### src/assert_macros.svh
// Assertion macros used by the top-level RTL file of the quaternion to Euler block.
`ifndef ASSERT_MACROS_SVH
`define ASSERT_MACROS_SVH
`ifndef SYNTH
`define ASSERT_CLK(lbl, prop) \
	lbl: assert property (@(posedge clk) disable iff (!arst_n) (prop)) \
		else $error("assertion failed");
`define ASSERT_NEVER(lbl, cond) \
	lbl: assert property (@(posedge clk) disable iff (!arst_n) !(cond)) \
		else $error("forbidden condition seen");
`else
`define ASSERT_CLK(lbl, prop)
`define ASSERT_NEVER(lbl, cond)
`endif
`endif

### src/qte_pkg.sv
// Types, constants and helper functions of the quaternion to Euler block.
package qte_pkg;

	localparam int IN_WIDTH = 16;
	localparam int CORDIC_STAGES_DEF = 16;
	localparam int PROD_W = 32;
	localparam int SUM_W = 34;
	localparam int SW = 30;
	localparam int NSQ_W = 57;
	localparam int TRIAL_W = 60;
	localparam int ROOT_W = 29;
	localparam int SQRT_STEPS = 29;
	localparam int CW = 38;
	localparam int ANG_W = 34;
	localparam int OUT_W = 16;
	localparam int HALF_PI_Q13 = 12868;
	localparam int PI_Q13 = 25736;
	localparam logic signed [SUM_W-1:0] ONE_Q28 = SUM_W'(64'sd268435456);

	typedef struct packed {
		logic signed [IN_WIDTH-1:0] quat_w;
		logic signed [IN_WIDTH-1:0] quat_x;
		logic signed [IN_WIDTH-1:0] quat_y;
		logic signed [IN_WIDTH-1:0] quat_z;
	} quat_t;

	typedef struct packed {
		logic signed [14:0] angle_first;
		logic signed [15:0] angle_second;
		logic signed [15:0] angle_third;
	} angles_t;

	typedef struct packed {
		logic signed [SW-1:0]    s;
		logic signed [SUM_W-1:0] y1;
		logic signed [SUM_W-1:0] x1;
		logic signed [SUM_W-1:0] y2;
		logic signed [SUM_W-1:0] x2;
	} pass_t;

	typedef struct packed {
		logic [NSQ_W-1:0]  rem;
		logic [ROOT_W-1:0] root;
		pass_t             pass;
	} sqrt_t;

	typedef struct packed {
		logic signed [CW-1:0]    x;
		logic signed [CW-1:0]    y;
		logic signed [ANG_W-1:0] ang;
		logic                    zero;
	} lane_t;

	typedef lane_t [2:0] lanes_t;

	function automatic logic signed [ANG_W-1:0] atan_q30(input logic [4:0] idx);
		logic signed [ANG_W-1:0] v;
		case (idx)
			5'd0:  v = 34'sh03243F6A8;
			5'd1:  v = 34'sh01DAC6705;
			5'd2:  v = 34'sh00FADBAFC;
			5'd3:  v = 34'sh007F56EA6;
			5'd4:  v = 34'sh003FEAB76;
			5'd5:  v = 34'sh001FFD55B;
			5'd6:  v = 34'sh000FFFAAA;
			5'd7:  v = 34'sh0007FFF55;
			5'd8:  v = 34'sh0003FFFEA;
			5'd9:  v = 34'sh0001FFFFD;
			5'd10: v = 34'sh0000FFFFF;
			5'd11: v = 34'sh00007FFFF;
			5'd12: v = 34'sh00003FFFF;
			5'd13: v = 34'sh00001FFFF;
			5'd14: v = 34'sh00000FFFF;
			5'd15: v = 34'sh000007FFF;
			5'd16: v = 34'sh000003FFF;
			5'd17: v = 34'sh000001FFF;
			5'd18: v = 34'sh000000FFF;
			5'd19: v = 34'sh0000007FF;
			5'd20: v = 34'sh0000003FF;
			5'd21: v = 34'sh0000001FF;
			5'd22: v = 34'sh0000000FF;
			5'd23: v = 34'sh00000007F;
			5'd24: v = 34'sh00000003F;
			5'd25: v = 34'sh00000001F;
			5'd26: v = 34'sh00000000F;
			5'd27: v = 34'sh000000008;
			5'd28: v = 34'sh000000004;
			5'd29: v = 34'sh000000002;
			5'd30: v = 34'sh000000001;
			default: v = '0;
		endcase
		return v;
	endfunction

	// Folds a vector in the left half plane into the right half plane.
	function automatic lane_t prerot(input logic signed [CW-1:0] y,
			input logic signed [CW-1:0] x);
		lane_t l;
		l.zero = (y == '0) && (x == '0);
		l.x = x;
		l.y = y;
		l.ang = '0;
		if (x[CW-1]) begin
			if (!y[CW-1]) begin
				l.x = y;
				l.y = -x;
				l.ang = atan_q30(5'd0) <<< 1;
			end else begin
				l.x = -y;
				l.y = x;
				l.ang = -(atan_q30(5'd0) <<< 1);
			end
		end
		return l;
	endfunction

	// Rounds a Q30 angle half up to Q13 and saturates it to the given limit.
	function automatic logic signed [OUT_W-1:0] round_sat(input lane_t l,
			input logic signed [17:0] limit);
		logic signed [ANG_W:0] t;
		logic signed [17:0]    r;
		logic signed [17:0]    o;
		t = {l.ang[ANG_W-1], l.ang} + (ANG_W+1)'(36'sd65536);
		r = t[ANG_W:17];
		o = r;
		if (r > limit)
			o = limit;
		if (r < -limit)
			o = -limit;
		if (l.zero)
			o = '0;
		return o[OUT_W-1:0];
	endfunction

endpackage

### src/qte_sqrt_cell.sv
// One digit step of the pipelined integer square root chain.
module qte_sqrt_cell #(
	parameter int K = 0
) (
	input  logic              clk,
	input  logic              arst_n,
	input  logic              adv,
	input  logic              in_v,
	input  qte_pkg::sqrt_t    in_d,
	output logic              out_v,
	output qte_pkg::sqrt_t    out_d
);

	logic [qte_pkg::TRIAL_W-1:0] trial;
	logic [qte_pkg::TRIAL_W-1:0] rem_ext;
	qte_pkg::sqrt_t              nxt;

	always_comb begin
		trial = (qte_pkg::TRIAL_W'(in_d.root) << (K + 1))
			+ (qte_pkg::TRIAL_W'(1) << (2 * K));
		rem_ext = qte_pkg::TRIAL_W'(in_d.rem);
		nxt = in_d;
		if (rem_ext >= trial) begin
			nxt.rem = qte_pkg::NSQ_W'(rem_ext - trial);
			nxt.root = in_d.root | (qte_pkg::ROOT_W'(1) << K);
		end
	end

	always_ff @(posedge clk or negedge arst_n) begin
		if (!arst_n) begin
			out_v <= 1'b0;
		end else if (adv) begin
			out_v <= in_v;
		end
	end

	always_ff @(posedge clk) begin
		if (adv) begin
			out_d <= nxt;
		end
	end

endmodule

### config.mk
export PLATFORM = sky130hd
export DESIGN_NAME = qte_sqrt_cell
export DESIGN_NICKNAME = d
export VERILOG_FILES = /design/src/assert_macros.svh /design/src/qte_pkg.sv /design/src/qte_sqrt_cell.sv
export SDC_FILE = /design/constraint.sdc
export NUM_CORES = 1
export LEC_CHECK = 0
export ABC_CLOCK_PERIOD_IN_PS = 1050
export BUFFER_PORTS_ARGS = -buffer_cell sky130_fd_sc_hd__buf_2
export CORE_AREA = 4 4 194 196
export CTS_BUF_LIST = sky130_fd_sc_hd__clkbuf_16
export CTS_CLUSTER_DIAMETER = 40
export DETAILED_ROUTE_END_ITERATION = 7
export DIE_AREA = 0 0 198 200
export HOLD_SLACK_MARGIN = 0.1
export PLACE_DENSITY = 0.53
export SLEW_MARGIN = 20
export SYNTH_ARGS = -nofsm -noshare
export SYNTH_HDL_FRONTEND = slang
export SYNTH_SLANG_ARGS = --single-unit
### constraint.sdc
create_clock -name clk -period 1.05 [get_ports clk]
set_input_delay 0.105 -clock clk [delete_from_list [all_inputs] [get_ports clk]]
set_output_delay 0.105 -clock clk [all_outputs]
set_load 0.02 [all_outputs]
Word-level counts from Yosys, hierarchy flattened

Cells that the tools add are included.

Bits in registers: 253

Add/subtract/negate cells: 2
Magnitude comparators: 1
Mux-type cells: 1

Operator list:

| cell                  | number |
|---|---|
| $mux 86               | 1 |
| $ge 57x31->1          | 1 |
| $sub 57x31->57        | 1 |
| $add 30x1->31 const B | 1 |

Depth between registers and ports, before layout

Depth after elaboration: 3
Gate-level depth with buffers: 13
Depth with buffers taken out: 11

Least setup slack after synthesis

OpenSTA, ideal clock, no wires.

Path type: in2reg
Start point: in in_d[172] (netlist name)
End point: reg out_d[230] (netlist name) (data pin)
Library setup time: 0.258 ns
Data arrival time: 2.453 ns
Data required time: 0.792 ns
Path slack: -1.661 ns
Stages: 11
Buffers on the path: 1
Cells stage by stage: inv_1 ha_1 buf_2 nand3_2 nor3_2 o221ai_2 a2111oi_4 a21boi_2 o21ba_4 or4_1 xnor2_1

RTL lines:

| item                 | RTL line            | source |
|---|---|---|
| from (decl)          | qte_sqrt_cell.sv:9  | `input qte_pkg::sqrt_t in_d,` |
| to (signal assigned) | qte_sqrt_cell.sv:39 | `out_d <= nxt;` |
| to (decl)            | qte_sqrt_cell.sv:11 | `output qte_pkg::sqrt_t out_d` |

==> impl_metrics.tcl <==
set metrics [dict create \
    cts-buffers-inserted 44 \
    critPathLaunch "in_d[239]" \
    final_hold_viol_count 1 \
    leakage_uw 0.00931 \
    cts_htree_levels 2 \
    port_buffers 508 \
    reg2reg_slack_ps 60 \
    cts_sinks 253 \
    synth_edf_count 252 \
    cts_tree "yes" \
    coreArea_um2 36100 \
    worstPathMaxFanout 3 \
    reg2regPathDepth 3 \
    syn-instance-count 718 \
    grt_pass1_vias 11100 \
    hp-start "in_d[207]" \
    postSynthAreaPerCell_um2 14.7 \
    start_util_pct 29.2 \
    worstSkewPairLatency_ps 550 \
    wl_um 49200 \
    layout_common_cells "buf_2, dlygate4sd3_1, edfxtp_1" \
    rr_startpoint "out_v" \
    setup_viol 311 \
    hpwl_um 33300 \
    worst_pin_slew_ps 513 \
    fmax_mhz 450 \
    final_util_pct 60.6 \
    synth_warnings 0 \
    path_cells "buf_6 -> or4_4 -> or3_4 -> or4_4 -> buf_4 -> nor3_4 -> nand4b_1 -> or3_4 -> xnor2_1" \
    relSlewSlack_pct 65.5 \
    ant_nets 0 \
    async_flop_share_pct 0.395 \
    rsz0062_at_grt "yes" \
    path_clk_slew_ps 50 \
    crit_path_start_kind "input pin" \
    grt.total_usage_pct 22.9 \
    synth_top_family_by_area "simple AND/OR/NAND/NOR gates" \
    gr-total-overflow 0 \
    layout_commonest_cell "buf_2" \
    cpMaxStageDelayCell "or4_4" \
    power_density_nw_per_um2 1600 \
    grt_antenna_before_repair 10 \
    ys_seq_area_share_pct 71.9 \
    r2r-end "out_v" \
    synth_compound_area_share_pct 8.50 \
    cp.arrival_ps 2530 \
    fillers 2752 \
    die_area_um2 39600 \
    drv_cap 0 \
    place_area_um2 15300 \
    cts_buffer_depth 3 \
    status "finished, violations left" \
    fin_nets 2020 \
    cp.required_ps 1360 \
    dp_cells 1870 \
    instances_no_fill 2243 \
    skew_ps 0 \
    muxShareOfSynthArea_pct 0.213 \
    pre_cts_ws_ps -1800 \
    synth_fa_ha_area_share_pct 3.75 \
    cts_root_buf "clkbuf_16" \
    final_area_um2 21900 \
    finalCritPeriodShare_pct 211 \
    drive_gt1_share_pct 52.8 \
    synth_fp_nets 1005 \
    synth.distinct_cells 62 \
    die_w_um 198 \
    areaGrowthSynthToFinish_pct 107 \
    crit_end "out_d[250]" \
    drtIter0Drc 450 \
    routed_wire_length_per_instance_um 21.9 \
    crit_type "input pin to flop" \
    rows 70 \
    dr.pass1.iters 5 \
    grt_pass1_wl_um 68600 \
    die_h_um 200 \
    netlist_area_um2 10600 \
    pin_count 509 \
    period_minus_slack_ps 2220 \
    violations "negative hold slack, negative setup slack" \
    globalplace.congestion 0.884 \
    hold_class "input pin to flop" \
    slew_violations 0 \
    hold_slack_ps -135 \
    synth_ff_type "edfxtp_1" \
    vdd_drop_max_uv 2090 \
    slowest_delay_ps 530 \
    synth_xor_xnor_area_share_pct 4.40 \
    setup.worst_path.end_class "flop" \
    drc 0 \
    synth_simple_gate_area_share_pct 9.07 \
    vias_per_cell 4.65 \
    fin_ws_ps -1170 \
    num_vias 10400 \
    grt_max_degree 47 \
    ys_ff_latch 253 \
]
[state kept, by name, indices dropped and copies added, names as in the netlist]
name / count
out_v: 1
out_d: 252
[cell families after synthesis]
family                     after synthesis
adders and majority gates               31
muxes                                    2
buffers and inverters                   51
DFF                                    253
xor gates and xnor gates                53
AOI/OAI and AO/OA                      137
and+or+nand+nor                        191
[power by group]
group | switching, uW | internal, uW | total [uW]
clock network | 5610 | 9230 | 14800
registers | 444 | 12200 | 12700
logic | 3680 | 3900 | 7580
[stage by stage]
stage / setup TNS, ps / total power [uW]
after detailed placement: -98810 / 18000
after global routing: -114620 / 36300
after floorplan: -75970 / 15100
after CTS: -106700 / 34800
final: -102080 / 35100
after global placement: -97010 / 18000
[routing by layer]
metal  track usage [%]  vias to the layer above  wire length [um]
met5                 0                        -                53
met4              10.9                        8              2220
met3              5.77                      109              3720
met2              40.6                      454             25500
met1              25.9                     5101             17700
li1                  -                     4768                 -
[worst min path at each step]
| stage | endpoint | slack, ps | depth (start not counted) |
|---|---|---|---|
| floorplan | out_v | -190 | 0 |
| global placement | out_v | -120 | 1 |
| detailed placement | out_v | -120 | 1 |
| CTS | out_d[207] | -180 | 3 |
| global route | out_d[207] | -150 | 3 |
| finish | out_d[207] | -140 | 3 |
[Yosys cell counts, drive strengths merged (2+ instances only)]
cell type / instances / area (um2)
nor4: 5 / 31.3
mux2: 2 / 22.5
nor2: 61 / 229
nor2b: 2 / 12.5
nand4b: 4 / 50.1
nand2: 52 / 195
o211ai: 2 / 25.0
clkbuf: 10 / 37.5
and2: 2 / 12.5
o21bai: 3 / 33.8
buf: 6 / 55.1
a21o: 12 / 90.1
nor3: 11 / 65.1
xnor2: 37 / 324
o21ai: 24 / 120
a31oi: 7 / 43.8
xor2: 16 / 140
a21boi: 3 / 26.3
nand2b: 2 / 12.5
o22ai: 2 / 12.5
o2111ai: 2 / 17.5
o31a: 2 / 17.5
ha: 30 / 375
or3: 11 / 76.3
a221o: 2 / 20.0
or4: 8 / 72.6
or2: 3 / 18.8
nand3: 14 / 75.1
a211oi: 6 / 45.0
nand4: 13 / 81.3
edfxtp: 252 / 7570
o21a: 4 / 30.0
o31ai: 2 / 15.0
inv: 35 / 131
a21oi: 56 / 280
[layout make-up]
cell class | instances | area [um2] | area share [%]
timing repair buffer | 985 | 8490 | 38.8
clock buffer | 45 | 1130 | 5.15
clock inverter | 36 | 394 | 1.80
antenna | 7 | 17.5 | 0.0800
inverter | 35 | 144 | 0.658
sequential | 253 | 7590 | 34.7
multi-input combinational | 414 | 3530 | 16.1
tap | 468 | 586 | 2.68
[repair_timing]
action                     in CTS  in global routing
setup endpoints to repair     311                311
hold endpoints to repair      470                  3
gates cloned                    3                  1
pin swaps                      32                 30
setup buffers                  13                 16
gates resized for setup       430                184
hold buffers                  254                  1
[worst max-delay path, delay by kind of cell]
family	cells	cell delay, ps
xor+xnor	1	130
buf+inv	2	250
simple gates	6	2020
Note: power is estimated with default switching activity, not from simulation.
